===== src/rtl/rsm_pkg.sv =====
// Types, constants and helper functions of the tapered box mask.
package rsm_pkg;

    localparam int COORD_W    = 12;
    localparam int FRAC_W     = 8;
    localparam int DIST_W     = COORD_W + FRAC_W;
    localparam int CFG_W      = 20;
    localparam int CFG_IDX_W  = 3;
    localparam int NAX        = 3;
    localparam int Q_W        = 17;
    localparam int DIV_N      = Q_W;
    localparam int PIPE_N     = DIV_N + 11;
    localparam int RESULT_LAT = PIPE_N + 3;

    localparam int MODE_INV_BIT = 0;
    localparam int MODE_MSK_BIT = 1;

    localparam logic [15:0] ONE_Q15  = 16'd32768;
    localparam logic [16:0] U_MAX    = 17'd65536;

    localparam logic signed [31:0] SIN_C1 = 32'sd1686629713;
    localparam logic signed [31:0] SIN_C3 = -32'sd693598668;
    localparam logic signed [31:0] SIN_C5 = 32'sd85569306;
    localparam logic signed [31:0] SIN_C7 = -32'sd5026995;
    localparam logic signed [31:0] SIN_C9 = 32'sd172273;

    typedef enum logic [CFG_IDX_W-1:0] {
        REG_CENTER_Z, REG_CENTER_Y, REG_CENTER_X,
        REG_RADIUS_Z, REG_RADIUS_Y, REG_RADIUS_X,
        REG_TAPER, REG_MODE
    } t_reg_idx;

    typedef enum logic [1:0] {CLS_ZERO, CLS_ONE, CLS_TAPER} t_cls;

    typedef struct packed {
        logic [COORD_W-1:0] coord_z;
        logic [COORD_W-1:0] coord_y;
        logic [COORD_W-1:0] coord_x;
        logic signed [15:0] sample_in;
    } t_in;

    typedef struct packed {
        logic signed [15:0] sample_out;
        logic [15:0]        mask_value;
    } t_out;

    // axis 0 is z, 1 is y, 2 is x
    typedef struct packed {
        logic [NAX-1:0][CFG_W-1:0] center;
        logic [NAX-1:0][CFG_W-1:0] radius;
        logic [CFG_W-1:0]          taper;
        logic [1:0]                mode;
    } t_cfg;

    typedef struct packed {
        t_cls                      cls;
        logic [NAX-1:0]            act;
        logic [NAX-1:0][DIST_W-1:0] ex;
        logic signed [15:0]        sample;
    } t_item;

    typedef struct packed {
        t_cls               cls;
        logic [NAX-1:0]     act;
        logic signed [15:0] sample;
    } t_car;

    typedef struct packed {
        logic [CFG_W-1:0] rem;
        logic [Q_W-1:0]   low;
        logic [Q_W-1:0]   q;
    } t_dstep;

    // one restoring division step
    function automatic t_dstep div_step(input t_dstep s, input logic [CFG_W-1:0] t);
        t_dstep o;
        logic [CFG_W:0] tmp;
        tmp   = {s.rem, s.low[Q_W-1]};
        o.low = {s.low[Q_W-2:0], 1'b0};
        if (tmp >= {1'b0, t}) begin
            o.rem = CFG_W'(tmp - {1'b0, t});
            o.q   = {s.q[Q_W-2:0], 1'b1};
        end else begin
            o.rem = tmp[CFG_W-1:0];
            o.q   = {s.q[Q_W-2:0], 1'b0};
        end
        return o;
    endfunction

endpackage


===== src/rtl/rsm_queue.sv =====
// Two-entry queue between front and back.
module rsm_queue (
    input  logic           i_clk,
    input  logic           i_rst_n,
    input  logic           i_push,
    input  rsm_pkg::t_item i_item,
    input  logic           i_pop,
    output logic           o_full,
    output logic           o_vld,
    output rsm_pkg::t_item o_head
);
    import rsm_pkg::*;

    t_item      r_q [2];
    logic [1:0] r_cnt;
    logic       pop;

    assign o_full = r_cnt == 2'd2;
    assign o_vld  = r_cnt != 2'd0;
    assign o_head = r_q[0];
    assign pop    = i_pop && o_vld;

    always_ff @(posedge i_clk) begin
        if (!i_rst_n) begin
            r_cnt <= '0;
        end else begin
            r_cnt <= r_cnt + 2'(i_push) - 2'(pop);
        end
    end

    always_ff @(posedge i_clk) begin
        if (i_push && (r_cnt == 2'd0 || (r_cnt == 2'd1 && pop))) begin
            r_q[0] <= i_item;
        end else if (pop && r_cnt == 2'd2) begin
            r_q[0] <= r_q[1];
        end
        if (i_push && r_cnt == 2'd1 && !pop) begin
            r_q[1] <= i_item;
        end
    end

endmodule


===== config.mk =====
export PLATFORM = sky130hd
export DESIGN_NAME = rsm_queue
export DESIGN_NICKNAME = d
export VERILOG_FILES = /design/src/rtl/rsm_pkg.sv /design/src/rtl/rsm_queue.sv
export SDC_FILE = /design/constraint.sdc
export NUM_CORES = 1
export LEC_CHECK = 0
export ABC_AREA = 1
export ABC_CLOCK_PERIOD_IN_PS = 13100
export BUFFER_PORTS_ARGS = -buffer_cell sky130_fd_sc_hd__buf_4
export CAP_MARGIN = 20
export CORE_ASPECT_RATIO = 0.7
export CORE_MARGIN = 4
export CORE_UTILIZATION = 57
export DETAILED_ROUTE_END_ITERATION = 8
export GPL_ROUTABILITY_DRIVEN = 1
export GPL_TIMING_DRIVEN = 0
export PLACE_DENSITY = 0.82
export RECOVER_POWER = 25
export SETUP_SLACK_MARGIN = 0.4
export SLEW_MARGIN = 20
export SYNTH_ARGS = -nofsm -noshare
export SYNTH_HDL_FRONTEND = slang
export SYNTH_SLANG_ARGS = --single-unit

===== constraint.sdc =====
create_clock -name i_clk -period 13.1 [get_ports i_clk]
set_input_delay 0.655 -clock i_clk [delete_from_list [all_inputs] [get_ports i_clk]]
set_output_delay 0.655 -clock i_clk [all_outputs]
set_load 0.03 [all_outputs]

# Yosys cells after proc, flatten, opt, wreduce, memory -nomap -nowiden
# Memories as Yosys holds them, arrays and structs flattened.
# Index checks and enable logic that the tools add are counted.
[totals]
ff_bits = 2
mem_bits_rw = 162
in_bits = 85
out_inout_bits = 83
elab_cells = 29
mem_count = 1
[memory_table]
columns = ["memory", "words", "width", "rd", "rd_clocked_by_memory_dff", "wr", "line", "source"]
rows = [
  ["r_q", 2, 81, 2, 0, 1, "rsm_queue.sv:14", "t_item r_q [2];"],
]
[op_classes]
n_addsub = 2
eq_ne = 2
mux = 11
bitwise = 1
reduce_logical = 11
[op_table]
columns = ["cell", "n"]
rows = [
  ["81-bit 2-to-1 mux", 2],
  ["81-bit OR reduction", 1],
  ["1-bit 2-to-1 mux", 9],
  ["1-bit logical AND", 6],
  ["2-bit by 1-bit adder with 2-bit output", 1],
  ["2-bit by 1-bit == test with 1-bit output, second input constant", 1],
  ["2-bit == test, second input constant", 1],
  ["2-bit zero test", 1],
  ["2-bit nonzero test", 1],
  ["2-bit by 1-bit subtractor with 2-bit output", 1],
  ["1-bit zero test", 1],
  ["1-bit logical OR", 1],
  ["1-bit OR", 1],
]

# Depth between registers and ports, before layout
[logic_depth]
depth_word = 9
ltp_mapped = 12
mapped_depth_nobuf = 10

# Worst setup path before layout
# No wires, ideal clock.
[synth_timing]
kind = "input to register"
start = "in i_pop"
end = "mem r_q[0][0] in the netlist's numbering, enable pin"
setup_ns = 0.632
arrival_ns = 6.510
required_time_ns = 12.468
setup_slack_ns = 5.958
path_stages = 3
n_path_buf = 1
path_cell_list = "buf_4 -> nor2_1 -> o21ai_0"
[synth_between]
elab_chain_len = 8
word_cells_on_any_way = 18
cone_classes = "mux: 9; bitwise: 1; reduce/logical: 8"
[synth_rtl]
columns = ["item", "line", "source"]
rows = [
  ["start, declared", "rsm_queue.sv:7", "input logic i_pop,"],
  ["1-bit logical AND (*)", "rsm_queue.sv:21", "assign pop = i_pop && o_vld;"],
  ["branches (longest 7 deep; another with 81-bit OR reduction)", "--", ""],
  ["end, declared", "rsm_queue.sv:14", ""],
]
# Mark *: on every way between the ends.

# Worst setup path after layout
[layout_timing]
start = "reg r_cnt[1]"
end = "mem r_q[0][56] in the netlist's numbering, enable pin"
[layout_between]
elab_chain_len = 9
word_cells_on_any_way = 23
cone_classes = "eq/ne: 2; mux: 9; bitwise: 1; reduce/logical: 11"
[layout_rtl]
columns = ["item", "line", "source"]
rows = [
  ["start, declared", "rsm_queue.sv:15", "logic [1:0] r_cnt;"],
  ["start signal, assigned", "rsm_queue.sv:27", "r_cnt <= r_cnt + 2'(i_push) - 2'(pop);"],
  ["branches (longest 9 deep; another with 81-bit OR reduction)", "--", ""],
]
# Parallel ways; which one is timed is not known.

==> metrics <==
Critical R2R Capture=r_q[0][56]; Critical Path, Cell by Cell=inv_1, nor2_1, nand2_1, clkbuf_1, o21ai_4, buf_8, buf_16, buf_16; worst setup path end=r_q[0][56]; mapped cell area=6897 sq um; Max-cap violations=0; pwr dens=218.2 nW/um^2; CTS sink count=164; GRT overflow=0; grt met2 use=0.3634; Final Critical Period=2.494 ns; largest net degree at the start of global routing=27; # diodes=0; LEAKAGE=3.776 nW; H-tree depth=4; area grow syn2layout=28.57%; slowest CP cell=clkbuf_1; CP arrival=2.61 ns; Num CTS Buffers=17; Syn Nets=626; type of the most critical hold path=in2reg; Net Sw Frac=0.3246; #FFs+latches synth=164; Mapped Cells=539; WL final=15,140 um; via count=4,698; largest fanout on the critical path=26; register share of total power=0.390; Finished Layout Cells=907; Top cell by count, worst path=buf_16; Cells after DPL=875; length in cells of the worst reg-to-reg path=8; Most Crowded Layer GR=met2; vias in the first global route=4,696; Comb pwr share=0.346; drt first pass iters=5; Reg-to-Reg Start=r_cnt[1]; Starting Density=0.5861; Reg clk slew, reported paths=0.07 ns; post-CTS resize count=0; r2r setup slk=10.61 ns; met1 Use GR=0.2698; switching pwr=0.0006280 W; # DRC=0; DP Wirelength=10,390 um; Placer Congestion=0.7845; die area=13,950 sq um; core area=11,770 sq um; Max Root-Sink Buffers=2; met3 usage=0.07238; I/O pin cnt=168; WP data required=13.22 ns; Clock Latency Late Sink=0.41 ns; maximum VDD drop=146.9 uV; Yosys warnings=0; max incr delay on CP=0.36 ns; Worst-Margin Slew=0.6771 ns; final setup fails=0; Clk pwr share=0.264; first-pass GRT wire length=23,460 um; Slew headroom=0.5461; Die W=139.5 um; Setup TNS=0 ns; # port buffers=167; total global-route track usage=0.2177; critical path startpoint category=flip-flop; Internal Power=0.001307 W; Vias/cell=5.180; commonest non-fill, non-tap cell in the layout=buf_4; commonest non-fill, non-tap cells in the layout=buf_4 (176), nand2_1 (168), edfxtp_1 (162); Final Max Slew Viols=0; initial antenna violation count=0; CTS tree=built; CTS Root Buffer Type=clkbuf_16; hold buffers post-CTS=0; iteration-0 DRC count of the detailed router=336; Yosys cell types=18; Clock Skew=0.01227 ns; nets@finish=824; Avg WL per Cell=16.69 um; status=finished clean; critical path class=reg2reg; Final Cycle Share=0.1904; nature of the critical path endpoint=flip-flop; part of the Yosys area used for sequential elements=0.7112; postcts setup bufs=0; RSZ-0062 raised after global routing=false; Worst Setup SP=r_cnt[1]; die height=100.0 um; final hold vios=0; site row count=33; share of cells above drive strength 1=0.3427; Avg Cell Area, Syn=12.80 sq um; Routed Antenna Nets=0; max frequency=401.0 MHz
[cells by family (layout without fill, tap and decap cells)]
kind of cell	count (synthesis)	in the layout	synth area share
AOI/OAI and AO/OA	2	2	0.001450
adders and majority gates	2	2	0.003628
buffers and inverters	115	326	0.1279
DFF	164	164	0.7112
and+or+nand+nor	256	256	0.1558
[worst min path at each step]
| stage | from | end | slack (ns) | depth (start not counted) |
|---|---|---|---|---|
| 2_1_floorplan | r_q[0][81] | r_q[0][0] | 0.52 | 2 |
| 3_3_place_gp | r_q[0][158] | r_q[0][77] | 0.53 | 2 |
| 3_5_place_dp | r_q[0][124] | r_q[0][43] | 0.53 | 2 |
| 4_1_cts | i_item[48] | r_q[0][129] | 0.41 | 1 |
| 5_1_grt | i_item[48] | r_q[0][129] | 0.43 | 1 |
| 6_report | i_item[47] | r_q[0][128] | 0.45 | 1 |
[metrics by stage]
step / hold WS [ns] / total power [W] / setup WS (ns) / area (sq um) / utilization
after global placement: 0.5252 / 0.001435 / 3.107 / 8347 / 0.7093
after detailed placement: 0.5329 / 0.001451 / 10.25 / 8524 / 0.7244
after floorplan: 0.5213 / 0.001221 / 5.958 / 6897 / -
after global routing: 0.4323 / 0.002010 / 10.44 / 8867 / 0.7535
final: 0.4481 / 0.001935 / 10.61 / 8867 / 0.7535
after CTS: 0.4119 / 0.001961 / 10.68 / 9129 / 0.7758
[layer usage]
metal	part of all wire	up-vias
li1	-	2173
met1	0.40	2256
met2	0.49	246
met3	0.10	23
met4	0.014	0
met5	0	-
[power by group through the flow]
stage               registers (W)  clock network (W)  logic [W]
CTS                      0.000756           0.000514   0.000691
global placement         0.000796                  0   0.000639
finish                   0.000754           0.000510   0.000670
detailed placement       0.000765                  0   0.000685
floorplan                0.000779                  0   0.000442
global route             0.000763           0.000535   0.000713
[critical path, delay by kind of cell, from the launching register on]
kind / cells / cell delay, ns
buffers and inverters: 5 / 1.05
flip-flops: 1 / 0.35
AND/OR/NAND/NOR: 2 / 0.50
AO/OA/AOI/OAI: 1 / 0.28
[registers in the layout (all words and copies together) (netlist names)]
signal,cells
r_q,162
r_cnt,2
[area by class of cell]
class	instances	area (sq um)
multi-input combinational	260	1116
timing repair buffer	179	1224
inverter	8	30.03
fill	775	2900
clock buffer	18	429.2
buffer	107	792.0
sequential	164	4905
clock inverter	14	175.2
tap	157	196.4
[synth_stat cells]
| cell type | n | area share |
|---|---|---|
| edfxtp_1 | 162 | 0.71 |
| clkbuf_4 | 1 | 0.0011 |
| nand2_1 | 167 | 0.091 |
| inv_1 | 8 | 0.0044 |
| clkbuf_8 | 1 | 0.0020 |
| o21ai_0 | 1 | 0.00072 |
| nor2_4 | 1 | 0.0016 |
| nor2_1 | 4 | 0.0022 |
| nor3_1 | 1 | 0.00072 |
| nand2_2 | 1 | 0.00091 |
| clkbuf_1 | 2 | 0.0011 |
| buf_4 | 83 | 0.090 |
| buf_6 | 16 | 0.026 |
| ha_1 | 2 | 0.0036 |
| nand3_1 | 82 | 0.060 |
| a21oi_1 | 1 | 0.00072 |
| dfxtp_1 | 2 | 0.0058 |
| buf_2 | 4 | 0.0029 |
(Power assumes the default switching activity.)
