--- config.mk ---
export PLATFORM = sky130hd
export DESIGN_NAME = rsm_front
export DESIGN_NICKNAME = d
export VERILOG_FILES = /design/src/rtl/rsm_pkg.sv /design/src/rtl/rsm_front.sv
export SDC_FILE = /design/constraint.sdc
export NUM_CORES = 1
export LEC_CHECK = 0
export ABC_AREA = 1
export BUFFER_PORTS_ARGS = -buffer_cell sky130_fd_sc_hd__buf_2
export CORE_ASPECT_RATIO = 1.25
export CORE_MARGIN = 2
export CORE_UTILIZATION = 40
export DETAILED_ROUTE_END_ITERATION = 10
export HOLD_SLACK_MARGIN = 0.15
export SLEW_MARGIN = 20
export SYNTH_ARGS = -nofsm -noshare
export SYNTH_HDL_FRONTEND = slang
export SYNTH_SLANG_ARGS = --single-unit
--- constraint.sdc ---
create_clock -name i_clk -period 5.5 [get_ports i_clk]
set_clock_uncertainty 0.2 [all_clocks]
set_input_delay 1.1 -clock i_clk [delete_from_list [all_inputs] [get_ports i_clk]]
set_output_delay 1.1 -clock i_clk [all_outputs]
set_load 0.1 [all_outputs]
--- src/rtl/rsm_pkg.sv ---
// Types, constants and helper functions of the tapered box mask.
package rsm_pkg;

    localparam int COORD_W    = 12;
    localparam int FRAC_W     = 8;
    localparam int DIST_W     = COORD_W + FRAC_W;
    localparam int CFG_W      = 20;
    localparam int CFG_IDX_W  = 3;
    localparam int NAX        = 3;
    localparam int Q_W        = 17;
    localparam int DIV_N      = Q_W;
    localparam int PIPE_N     = DIV_N + 11;
    localparam int RESULT_LAT = PIPE_N + 3;

    localparam int MODE_INV_BIT = 0;
    localparam int MODE_MSK_BIT = 1;

    localparam logic [15:0] ONE_Q15  = 16'd32768;
    localparam logic [16:0] U_MAX    = 17'd65536;

    localparam logic signed [31:0] SIN_C1 = 32'sd1686629713;
    localparam logic signed [31:0] SIN_C3 = -32'sd693598668;
    localparam logic signed [31:0] SIN_C5 = 32'sd85569306;
    localparam logic signed [31:0] SIN_C7 = -32'sd5026995;
    localparam logic signed [31:0] SIN_C9 = 32'sd172273;

    typedef enum logic [CFG_IDX_W-1:0] {
        REG_CENTER_Z, REG_CENTER_Y, REG_CENTER_X,
        REG_RADIUS_Z, REG_RADIUS_Y, REG_RADIUS_X,
        REG_TAPER, REG_MODE
    } t_reg_idx;

    typedef enum logic [1:0] {CLS_ZERO, CLS_ONE, CLS_TAPER} t_cls;

    typedef struct packed {
        logic [COORD_W-1:0] coord_z;
        logic [COORD_W-1:0] coord_y;
        logic [COORD_W-1:0] coord_x;
        logic signed [15:0] sample_in;
    } t_in;

    typedef struct packed {
        logic signed [15:0] sample_out;
        logic [15:0]        mask_value;
    } t_out;

    // axis 0 is z, 1 is y, 2 is x
    typedef struct packed {
        logic [NAX-1:0][CFG_W-1:0] center;
        logic [NAX-1:0][CFG_W-1:0] radius;
        logic [CFG_W-1:0]          taper;
        logic [1:0]                mode;
    } t_cfg;

    typedef struct packed {
        t_cls                      cls;
        logic [NAX-1:0]            act;
        logic [NAX-1:0][DIST_W-1:0] ex;
        logic signed [15:0]        sample;
    } t_item;

    typedef struct packed {
        t_cls               cls;
        logic [NAX-1:0]     act;
        logic signed [15:0] sample;
    } t_car;

    typedef struct packed {
        logic [CFG_W-1:0] rem;
        logic [Q_W-1:0]   low;
        logic [Q_W-1:0]   q;
    } t_dstep;

    // one restoring division step
    function automatic t_dstep div_step(input t_dstep s, input logic [CFG_W-1:0] t);
        t_dstep o;
        logic [CFG_W:0] tmp;
        tmp   = {s.rem, s.low[Q_W-1]};
        o.low = {s.low[Q_W-2:0], 1'b0};
        if (tmp >= {1'b0, t}) begin
            o.rem = CFG_W'(tmp - {1'b0, t});
            o.q   = {s.q[Q_W-2:0], 1'b1};
        end else begin
            o.rem = tmp[CFG_W-1:0];
            o.q   = {s.q[Q_W-2:0], 1'b0};
        end
        return o;
    endfunction

endpackage

--- src/rtl/rsm_front.sv ---
// Front end: takes requests, measures axis distances, classifies the voxel.
module rsm_front (
    input  logic          i_clk,
    input  logic          i_rst_n,
    input  logic          i_start,
    input  rsm_pkg::t_in  i_item,
    input  rsm_pkg::t_cfg i_cfg,
    input  logic          i_full,
    output logic          o_busy,
    output logic          o_push,
    output rsm_pkg::t_item o_item
);
    import rsm_pkg::*;

    logic  r_run;
    logic  r_vld;
    t_item r_item;
    t_item n_item;
    logic  accept;

    assign o_busy = !r_run || (r_vld && i_full);
    assign accept = i_start && !o_busy;
    assign o_push = r_vld && !i_full;
    assign o_item = r_item;

    always_comb begin
        logic [NAX-1:0][COORD_W-1:0] crd;
        logic [DIST_W-1:0] c;
        logic [DIST_W-1:0] d;
        logic [NAX-1:0]    outs;
        crd = {i_item.coord_x, i_item.coord_y, i_item.coord_z};
        n_item = '0;
        outs   = '0;
        for (int a = 0; a < NAX; a++) begin
            c = {crd[a], FRAC_W'(0)};
            d = (c >= i_cfg.center[a]) ? c - i_cfg.center[a] : i_cfg.center[a] - c;
            n_item.act[a] = d > i_cfg.radius[a];
            outs[a]       = {1'b0, d} > ({1'b0, i_cfg.radius[a]} + {1'b0, i_cfg.taper});
            n_item.ex[a]  = d - i_cfg.radius[a];
        end
        n_item.sample = i_item.sample_in;
        if (i_cfg.taper == '0) begin
            n_item.cls = (n_item.act == '0) ? CLS_ONE : CLS_ZERO;
        end else if (outs != '0) begin
            n_item.cls = CLS_ZERO;
        end else if (n_item.act == '0) begin
            n_item.cls = CLS_ONE;
        end else begin
            n_item.cls = CLS_TAPER;
        end
    end

    always_ff @(posedge i_clk) begin
        if (!i_rst_n) begin
            r_run <= 1'b0;
            r_vld <= 1'b0;
        end else begin
            r_run <= 1'b1;
            if (accept) begin
                r_vld <= 1'b1;
            end else if (!i_full) begin
                r_vld <= 1'b0;
            end
        end
    end

    always_ff @(posedge i_clk) begin
        if (accept) begin
            r_item <= n_item;
        end
    end

endmodule

After elaboration in Yosys (flattened, before gate mapping)
Cells that the tools add are included.

Output and inout bits: 83. Register bits after elaboration: 83. Memory bits (read-only): 0. Memories: 0. Latch bits: 0. Bits in writable memories: 0.

$lt $le $gt $ge: 9. $add $sub $neg: 12. Multiply operators: 0. Muxes and demuxes: 10. Div/mod/pow operators: 0. Reduce and logical (&&, ||, !) cells: 10. Equality and inequality tests: 1. Shifts and indexed selects: 0. Bitwise gates (word level): 0.

Operators by type and width (count): $sub A20 B20 Y20 (9); $add A20 B20 Y21 (3); $gt A20 B21 Y1 (3); $ge A20 B20 Y1 (3); $gt A20 B20 Y1 (3); $mux W20 (3); $logic_not A20 Y1 (1); $mux W2 (3); $mux W1 (4); $logic_and A1 B1 Y1 (3); $logic_not A1 Y1 (3); $logic_not A3 Y1 (1); $reduce_bool A3 Y1 (1); $ne A2 B1 Y1 const B (1); $logic_or A1 B1 Y1 (1).

Depth between registers and ports, before layout
Gate-level depths: netlist of the first run.

Depth after elaboration: 7. Gate-level depth with buffers: 29. Gate-level depth less buffers: 27.

Least setup slack after synthesis of the first run
No wires, ideal clock.

Path kind: in2reg. Start: input i_full. End: register r_item (netlist bit o_item[0]) (enable). Stages: 3. Slack: -0.593 ns. Setup time: 0.521 ns. Arrival time: 5.372 ns. Cell sequence: nand2_1 -> nand2_1 -> nor2_1.

Word-level cells in the longest chain between the ends: 4.

Ends and longest elaborated chain: start: declaration (line rsm_front.sv:8) `input logic i_full,`; $logic_and A1 B1 Y1 (line rsm_front.sv:21) `assign o_busy = !r_run || (r_vld && i_full);`; $logic_or A1 B1 Y1 (line rsm_front.sv:21); net o_busy (line rsm_front.sv:9) `output logic o_busy,`; $logic_not A1 Y1 (line rsm_front.sv:22) `assign accept = i_start && !o_busy;`; $logic_and A1 B1 Y1 (line rsm_front.sv:22); net accept (line rsm_front.sv:19) `logic accept;`; end signal: assignment (line rsm_front.sv:69) `r_item <= n_item;`; end: declaration (line rsm_front.sv:17) `t_item r_item;`.

The timed path passes the listed nets, and every way through them passes these cells. A chain may end at the register's enable or synchronous reset.

Worst setup path after layout of the first run
Start: input i_item[43] in the netlist's numbering. End: register r_item (netlist bit o_item[80]) (data pin).

Word-level cells in the longest chain between the ends: 7. Elaborated cells on any way between the ends: 11. Those cells by class: add/sub (2); order compare (3); mux (4); reduce/logical (2).

Ends and longest elaborated chain: start: declaration (line rsm_front.sv:6) `input rsm_pkg::t_in i_item,`; $sub A20 B20 Y20 / $ge A20 B20 Y1 (equally long branches) (line rsm_front.sv:36) `d = (c >= i_cfg.center[a]) ? c - i_cfg.center[a] : i_cfg.center[a] - c;`; $mux W20 * (line rsm_front.sv:36); $gt A20 B20 Y1 (line rsm_front.sv:37) `n_item.act[a] = d > i_cfg.radius[a];`; $logic_not A3 Y1 (line rsm_front.sv:46) `end else if (n_item.act == '0) begin`; $mux W2 (line rsm_front.sv:46); $mux W2 * (line rsm_front.sv:44) `end else if (outs != '0) begin`; $mux W2 * (line rsm_front.sv:42) `if (i_cfg.taper == '0) begin`.

Mark *: on every way between the ends. The rest lies on a longest branch, timed or not.

==> flow_results.org, run 1 <==
** Critical path
- In this run the worst setup path begins at i_item[43].
- The endpoint identified for the worst register-to-register timing path is o_item[65].
- Worst setup slack for register-to-register paths :: ~3500 ps
- Number of cells traversed by the worst register-to-register path :: 4
- Required @ worst endpoint :: 5430 ps
- Nature of the critical path startpoint :: input pin
- Launching point of the worst reg2reg path :: r_vld
- Critical path fanouts, max :: 10
- By startpoint and endpoint, the worst setup path is classified as input pin to register.
- Worst EP arrival :: ~5000 ps
- Setup crit end kind :: register

** Synthesis
- Top FF cell, synth :: sky130_fd_sc_hd__edfxtp_1
- By area the synthesized netlist is led by sky130_fd_sc_hd__ha_1 (22%), sky130_fd_sc_hd__edfxtp_1 (17%), sky130_fd_sc_hd__nand2_1 (9.5%).
- Sequential cells were found to cover 17.70% of the synthesized design area.
- In this run the mean area of a mapped cell was around 7.2 um^2.
- In this run, synthesis produced a sequential element count of 83.
- Cell area after technology mapping :: 13,970 um^2
- Yosys printed 0 warnings.
- Number of standard cells after synthesis :: between 1.5k and 2k
- Number of distinct standard cells referenced by the synthesized netlist :: 58
- Number of enable-type register cells in the synthesized netlist :: roughly 80
- Counting every net in the synthesized netlist gives around 2.4k.
- Of all flip-flops after synthesis, the portion carrying an async set or reset was 0%.
- Library cell occupying the most area in the post-synthesis netlist :: sky130_fd_sc_hd__ha_1
- Of the post-synthesis cell area, the dominant cell type holds between 20% and 30%.

** Route
- After detailed routing, the number of remaining DRC violations is 0.
- After detailed routing, the total wire length is around 44,000 um.
- The detailed router placed roughly 14k vias in this run.
- For this run, the detailed router's first-pass iteration total came to 5.
- Antenna-violating nets left :: 0
- Dividing the detail-routed via count by the number of cells gives between 5 and 6.
- Drt initial violations :: approximately 730
- In the final routed layout, each cell accounts on average for 16.10 um.

** Clock network
- The clock drives 83 sinks.
- Root buffer selected by CTS :: sky130_fd_sc_hd__clkbuf_16
- Skew-Pair Late Insertion Delay :: roughly 360 ps
- TritonCTS built the clock tree.
- The H-tree was split into 3 levels.
- The clock passes through at most 2 buffers.
- After clock tree synthesis, the flow added hold-fix buffers numbering 0.
- After clock tree synthesis, the clock-pin slew on the worst setup and hold paths is 70 ps.
- The number of setup buffers added after CTS is 0.
- Number of buffers added by the clock tree synthesis step :: 9

** STA
- Setup TNS :: 0 ps
- Worst slew pin tran :: 624.7 ps
- Slew HR :: slightly below 60%
- Hold timing on the final database bottoms out at a slack of ~380 ps.
- Ratio of final minimum period to clock period :: ~90%
- Hold Fails Final Rpt :: 0
- Minimum clock period :: slightly above 5000 ps
- Number of pins with negative max-slew slack in the final report :: 0
- In the post-route analysis, the smallest setup slack over all paths is roughly 430 ps.
- RSZ-0062 raised after global routing :: false
- Count of final setup violators :: 0
- Peak clock frequency supported by timing :: a little under 200 MHz

** Global routing
- For this run, the total global-route usage over all layers was measured as between 20% and 30%.
- GR met1 Demand/Resource :: roughly a quarter
- Congestion Overflow GR :: 0
- The number of global-route vias before repair was roughly 14k.
- Initial antenna violation count :: 5
- Pin count of the biggest net entering global routing :: 61
- Grt met2 use :: between 40% and 50%
- Gr busiest metal :: met2
- Met3 Track Usage GR :: around 2.7%
- Global-route wire length before repair :: 68,820 um

** Die
- Die extent in x :: roughly 170 um
- The die covers approximately 36,000 um^2.
- Std cell rows :: 76
- The core region is about 34,000 um^2.
- The initial utilization of the core area, before any placement, comes to 40.58%.
- around 280 I/O pins were placed.
- The die is between 200 and 250 um tall.

** Pwr
- In this run the power density over the cells is about 290 nW/um^2.
- Cell leakage power :: around 8.9 nW
- IR analysis of the VDD net gives a maximum drop of about 0.00017 V.

** Worst hold path
- Hold Path Class :: register to register
- Hold Startpoint :: r_vld
- For hold timing, the worst endpoint is r_vld.
- Count of cells along the worst hold path :: 4

** Run status
- Status :: complete, no violations

** Place
- Detailed placement finished with a half-perimeter wire length of between 30,000 and 40,000 um.
- Buffers placed on the I/O ports in this run total roughly 280.
- The congestion estimate from routability-driven global placement came to between 0.9 and 1.
- Setup Slack @ Placement :: between 10 and 15 ps

** Layout
- Fraction of layout instances using a drive strength above 1 :: roughly 20%
- Fill cell instance count of the final layout :: around 3.6k
- Final-stage net count :: 2,731
- The area growth from synthesis to layout is 19.59%.

** Flow run
- Across the run, the number of max-cap violations was 0.
==> through the flow <==
stage          power [mW]  util (%)  instance area [um^2]  cells
3_3_place_gp        4.132     47.60                 16390   2737
2_1_floorplan       3.305         -                 13970   1938
5_1_grt             5.177     48.53                 16700   2755
4_1_cts             4.821     48.49                 16690   2753
3_5_place_dp        4.170     47.60                 16390   2737
6_report            4.787     48.53                 16700   2755
==> worst max-delay path: stages <==
cell and delay [ps]:
sky130_fd_sc_hd__buf_2 90, sky130_fd_sc_hd__inv_1 40, sky130_fd_sc_hd__ha_1 370, sky130_fd_sc_hd__nand2_1 140, sky130_fd_sc_hd__inv_2 40, sky130_fd_sc_hd__a21oi_1 130
sky130_fd_sc_hd__nand2_1 110, sky130_fd_sc_hd__nand2_2 110, sky130_fd_sc_hd__nand2_4 50, sky130_fd_sc_hd__buf_4 170, sky130_fd_sc_hd__nand3b_1 90, sky130_fd_sc_hd__o21ai_0 130
sky130_fd_sc_hd__o221ai_1 270, sky130_fd_sc_hd__nand3_1 130, sky130_fd_sc_hd__o211ai_1 120, sky130_fd_sc_hd__xor2_1 210, sky130_fd_sc_hd__inv_1 100, sky130_fd_sc_hd__ha_1 310
sky130_fd_sc_hd__a21oi_1 230, sky130_fd_sc_hd__o21a_1 180, sky130_fd_sc_hd__nor2_1 50, sky130_fd_sc_hd__a2111oi_0 340, sky130_fd_sc_hd__nand2_1 120, sky130_fd_sc_hd__nand2_2 110
sky130_fd_sc_hd__nand3_2 130, sky130_fd_sc_hd__inv_2 80, sky130_fd_sc_hd__nor2_2 30
==> cell usage in the layout (no fill, tap or decap), types with 7 or more instances in the layout <==
cell type                   instances
sky130_fd_sc_hd__nor4_1            23
sky130_fd_sc_hd__o21ai_0           86
sky130_fd_sc_hd__a21oi_1          171
sky130_fd_sc_hd__inv_2             18
sky130_fd_sc_hd__a21boi_1           9
sky130_fd_sc_hd__clkbuf_16          9
sky130_fd_sc_hd__mux2i_1            8
sky130_fd_sc_hd__a211oi_1           9
sky130_fd_sc_hd__a21o_1            13
sky130_fd_sc_hd__nand4_1           26
sky130_fd_sc_hd__nand2_1          354
sky130_fd_sc_hd__xor2_1           110
sky130_fd_sc_hd__nor3_1            29
sky130_fd_sc_hd__buf_4             70
sky130_fd_sc_hd__xnor2_1           44
sky130_fd_sc_hd__nand3b_1           9
sky130_fd_sc_hd__a221oi_1           8
sky130_fd_sc_hd__o211ai_1           7
sky130_fd_sc_hd__edfxtp_1          81
sky130_fd_sc_hd__nand2_2           27
sky130_fd_sc_hd__nand3_1           88
sky130_fd_sc_hd__a31oi_1           10
sky130_fd_sc_hd__o21a_1             7
sky130_fd_sc_hd__ha_1             244
sky130_fd_sc_hd__o31ai_1           10
sky130_fd_sc_hd__inv_1            335
sky130_fd_sc_hd__o21bai_1          15
sky130_fd_sc_hd__nor2_1            92
sky130_fd_sc_hd__buf_2            278
sky130_fd_sc_hd__o21ai_1           14
sky130_fd_sc_hd__fa_1               9
==> synthesized netlist by cell type, drive strengths merged (23+ instances only) <==
library cell	instances
a21oi	177
edfxtp	81
ha	244
inv	353
nand2	385
nand3	94
nand4	26
nor2	100
nor3	30
nor4	23
o21ai	105
xnor2	44
xor2	112
==> cells by family (layout without fill, tap and decap cells) <==
logic type	Yosys count	after routing	synth area share, %
AOI/OAI and AO/OA	390	390	16.45
xor gates and xnor gates	156	156	9.889
adders and majority gates	253	253	23.15
buffers and inverters	371	718	10.28
DFF	83	83	17.70
muxes	10	10	0.7345
other	0	2	0
and+or+nand+nor	675	675	21.79
==> where the power goes <==
group | total, mW | internal, mW | switching, mW
clock network | 0.632 | 0.366 | 0.266
logic | 3.27 | 1.07 | 2.19
registers | 0.889 | 0.865 | 0.0245
total | 4.79 | 2.30 | 2.48
==> how the worst max path moves through the flow <==
stage,end,slack (ps)
floorplan,o_item[80],400
global placement,o_item[79],80
detailed placement,o_item[79],10
CTS,o_item[79],390
global route,o_item[79],80
finish,o_item[80],430
==> timing repair <==
item	CTS	global route
endpoints found under the setup margin	0	2
endpoints found under the hold margin	0	0
gates resized for setup	0	2
==> flip-flops by register name, indices dropped and copies added, names as in the netlist <==
register and cells:
r_run 1, r_vld 1, o_item 81
==> cell type report <==
class,instances,area (um^2),share of cell area [%]
antenna,2,5.005,0.02996
timing repair buffer,349,1937,11.59
clock buffer,11,242.7,1.453
tap,468,585.6,3.505
sequential,83,2472,14.80
multi-input combinational,1484,10080,60.32
inverter,353,1325,7.932
clock inverter,5,61.31,0.3670
==> per-layer routing <==
layer	wire length [um]	vias to the layer above
met1	17690	6353
li1	-	7201
met5	33	-
met2	23110	355
met4	1791	6
met3	1740	88
Note: power is estimated with default switching activity, not from simulation.
==> inputs of run 2 (changes only) <==
Settings changed: ABC_AREA 1 to unset.
==> flow_results.org, run 2 <==
** Global routing
- Global-route wire length before repair :: around 65,000 um
- The number of global-route vias before repair came to 13.70k.
- After global routing the overflow that remains totals 0.
- Entering global routing, the biggest net connects 53 pins.
- Initial antenna violation count :: 2
- Across every metal layer, demand over resource in global routing totals between 20% and 30%.

** Synthesis
- By area the synthesized netlist is led by sky130_fd_sc_hd__ha_1 (23%), sky130_fd_sc_hd__edfxtp_1 (19%), sky130_fd_sc_hd__xnor2_1 (6.3%).
- In this run, synthesis inferred 81 flip-flops with an integrated enable.
- Yosys printed 0 warnings.
- Most instantiated library cell after synthesis :: sky130_fd_sc_hd__ha_1
- Register bit count reported by yosys :: 83
- Top cell types by occurrence after synthesis :: sky130_fd_sc_hd__ha_1 (244), sky130_fd_sc_hd__inv_1 (185), sky130_fd_sc_hd__a21oi_1 (129), sky130_fd_sc_hd__nand2_1 (106), sky130_fd_sc_hd__xnor2_1 (94)
- Async set-reset flop share out of synthesis :: 0%
- Number of distinct standard cells referenced by the synthesized netlist :: just over 80
- Portion of synthesized cell area occupied by the leading cell type :: 23.33%
- Synthesis produced a netlist with a net count of 2,021.
- After synthesis, the mean cell area works out to between 8 and 9 um^2.
- Summing every instance area after synthesis gives ~13,000 um^2.
- Sequential elements use around a fifth of the synthesized area.
- The most used flip-flop cell after synthesis is sky130_fd_sc_hd__edfxtp_1.
- Number of standard cells after synthesis :: around 1.6k
- Summed over all instances, the cell type with the most area after synthesis is sky130_fd_sc_hd__ha_1.

** Route
- Number of design rule violations left after detail routing :: 0
- The first routing iteration left around 700 violations.
- Vias per Instance :: about 5.2
- Antenna-violating nets left :: 0
- For this block, the via count after detailed routing is between 10k and 15k.
- The final layout contains routed wiring with a total length of 42,940 um.
- The first detailed-routing pass took 5 iterations.
- Drt wl/cell :: between 15 and 20 um

** Clock network
- No sink is reached through more buffers than the 2 on the longest clock path.
- Clock-pin slew was measured on the worst setup and hold paths at approximately 70 ps.
- The tree is rooted in a sky130_fd_sc_hd__clkbuf_16.
- In this run the number of H-tree levels came out at 3.
- TritonCTS built the clock tree.
- Clk sink count :: 83
- Number of buffers added by the clock tree synthesis step :: 9
- Hold buffers post-CTS :: 0
- At the later pin of the worst-skew pair, clock insertion delay measures between 300 and 400 ps.

** Flow run
- Maximum Capacitance Violations :: 0

** Pwr
- VDD sags by at most roughly 0.00029 V.
- Total power consumption of the routed design :: 5.453 mW
- Power density over the cells :: approximately 280 nW/um^2
- For this design the static power due to leakage is 9.664 nW.

** Layout
- Cells with a size suffix above 1 make up a little under 40% of the layout.
- Largest register FFs :: 81
- Across the whole layout, storage elements account for approximately 2500 um^2.
- Relative to the synthesized area, the layout overhead comes to 47.97%.
- The library cell used most frequently in the layout, excluding fill and tap cells, is sky130_fd_sc_hd__buf_4.
- Final std cell area, no fill :: slightly below 20,000 um^2
- Multi-input gate area in the final layout :: roughly 11,000 um^2
- Excluding fillers, the count of instances in the completed layout stands at between 2k and 3k.
- Commonest cells after routing, fill and taps aside :: sky130_fd_sc_hd__buf_4 (413), sky130_fd_sc_hd__buf_2 (273), sky130_fd_sc_hd__ha_1 (225)
- Fill cell instance count of the final layout :: around 2.9k
- Final-stage net count :: around 2.7k

** Die
- The die is about 170 um wide.
- Once the floorplan was initialized, standard cells occupied approximately two fifths of the core.
- Pin placement for this block handled approximately 280 I/O pins.
- Die Ht :: around 210 um
- Std cell rows :: 74
- Area of the placeable core :: approximately 32,000 um^2
- The die covers around 34,000 um^2.

** Worst hold path
- The tightest min-delay check is of the register to register type.

** STA
- Ratio of final minimum period to clock period :: 101.8%
- In the post-route analysis, the smallest setup slack over all paths is -97.05 ps.
- For the pin with the worst max-slew slack, the measured transition is between 700 and 800 ps.
- Slew HR :: 49.53%
- Peak clock frequency supported by timing :: roughly 180 MHz
- Minimum clock period :: approximately 5600 ps
- The final hold violation count is 0.
- The max-slew violation total from the final report is 0.
- Setup repair after global routing could not meet its margin everywhere.
- Setup total negative slack on the finished layout was measured at -177.2 ps.
- Count of final setup violators :: 3

** Run status
- The final reports fail on setup timing.
- Status :: finished, violations left

** Place
- Count of placed standard cells including taps :: ~2.6k
- Input and output buffers added on the ports amount to around 280.
- Summing all placed instances gives a cell area of about 18,000 um^2.
- The congestion estimate from routability-driven global placement came to slightly below 0.9.
- DPL Wire Length :: between 30,000 and 40,000 um

** Critical path
- Required @ worst endpoint :: 5440 ps
- STA classifies the critical path endpoint as a register.
- Nature of the critical path startpoint :: input pin
- Along the worst path, the maximum fanout reaches 5.
- The critical path is of the input pin to register type.
- For the worst setup path, the data arrival time is 5530 ps.
run 2: changes by cell type in the layout (fill, tap and decap cells not counted), moves of 17 or more:
cell / before / now
sky130_fd_sc_hd__a21o_1: 13 / 59
sky130_fd_sc_hd__a21oi_1: 171 / 110
sky130_fd_sc_hd__buf_4: 70 / 413
sky130_fd_sc_hd__ha_1: 244 / 225
sky130_fd_sc_hd__ha_4: 0 / 17
sky130_fd_sc_hd__inv_1: 335 / 176
sky130_fd_sc_hd__nand2_1: 354 / 102
sky130_fd_sc_hd__nand2_2: 27 / 3
sky130_fd_sc_hd__nand2b_1: 0 / 25
sky130_fd_sc_hd__nand3_1: 88 / 34
sky130_fd_sc_hd__nor2b_1: 0 / 25
sky130_fd_sc_hd__o21ai_0: 86 / 47
sky130_fd_sc_hd__xnor2_1: 44 / 92
sky130_fd_sc_hd__xor2_1: 110 / 55
run 2: worst paths after layout:
path / to / depth (start not counted) / startpoint / slack [ps]
setup / recovery: o_item[80] / 27 / i_cfg[122] / -100
hold / removal: r_vld / 2 / r_vld / 330
setup reg to reg: o_item[27] / 3 / r_vld / 3310
hold reg to reg: r_vld / 2 / r_vld / 330
run 2: layer usage:
metal / track usage (%) / up-vias / share of wire, %
met2: 44.22 / 357 / 51
met1: 27.40 / 6532 / 41
met4: 9.814 / 0 / 3.7
met5: 0 / - / 0
li1: - / 7078 / -
met3: 2.796 / 84 / 4.3
run 2: layout make-up:
cell class / count / share of cell area [%]
multi-input combinational: 1279 / 54.94
timing repair buffer: 705 / 24.30
sequential: 83 / 12.77
inverter: 185 / 3.742
tap: 418 / 2.701
clock buffer: 9 / 1.163
clock inverter: 7 / 0.3554
antenna: 2 / 0.02585
run 2: power breakdown:
part	internal (mW)	total, mW	switching [mW]
registers	0.865	0.896	0.0308
clock network	0.320	0.633	0.313
logic	1.70	3.92	2.23
run 2: worst max-delay path, cell delays in order:
cell,delay [ps]
sky130_fd_sc_hd__buf_8,100
sky130_fd_sc_hd__inv_6,50
sky130_fd_sc_hd__ha_4,130
sky130_fd_sc_hd__nor4b_4,230
sky130_fd_sc_hd__a31oi_1,120
sky130_fd_sc_hd__o21bai_1,240
sky130_fd_sc_hd__a21oi_2,100
sky130_fd_sc_hd__o21ai_2,170
sky130_fd_sc_hd__o41ai_2,110
sky130_fd_sc_hd__o21a_1,220
sky130_fd_sc_hd__o21ai_4,170
sky130_fd_sc_hd__buf_12,140
sky130_fd_sc_hd__buf_6,90
sky130_fd_sc_hd__buf_6,90
sky130_fd_sc_hd__o31ai_4,70
sky130_fd_sc_hd__xnor2_2,260
sky130_fd_sc_hd__ha_4,270
sky130_fd_sc_hd__a21oi_2,180
sky130_fd_sc_hd__o21ai_1,110
sky130_fd_sc_hd__a21oi_2,150
sky130_fd_sc_hd__o21bai_1,130
sky130_fd_sc_hd__a211oi_2,280
sky130_fd_sc_hd__o31ai_2,130
sky130_fd_sc_hd__a221oi_2,340
sky130_fd_sc_hd__a31oi_2,90
sky130_fd_sc_hd__a211o_1,290
sky130_fd_sc_hd__and3b_1,170
run 2: stage by stage:
| step | hold WS [ps] | worst slack, ps | utilization, % |
|---|---|---|---|
| 6_report | 329.9 | -97.05 | 59.58 |
| 5_1_grt | 376.5 | -337.7 | 59.58 |
| 4_1_cts | 331.3 | -97.65 | 57.53 |
| 3_5_place_dp | 317.7 | -691.0 | 55.47 |
| 3_3_place_gp | 312.6 | -632.3 | 55.47 |
| 2_1_floorplan | 292.7 | -76.14 | - |
run 2: what timing repair did:
item / 4_1_cts / 5_1_grt
cloned: 0 / 1
buffers inserted: 26 / 24
pin swaps: 38 / 59
endpoints found under the setup margin: 15 / 26
gates resized for setup: 43 / 92
run 2: cells by family (layout without fill, tap and decap cells):
group	Yosys count	after routing	share of synthesized area [%]
XOR/XNOR	151	151	10.21
buffers and inverters	208	906	6.043
flip-flops	83	83	18.89
AND/OR/NAND/NOR	427	427	16.74
other	0	2	0
AO/OA/AOI/OAI	426	426	21.63
adder cells (fa/ha/maj)	256	256	24.94
multiplexers	19	19	1.540
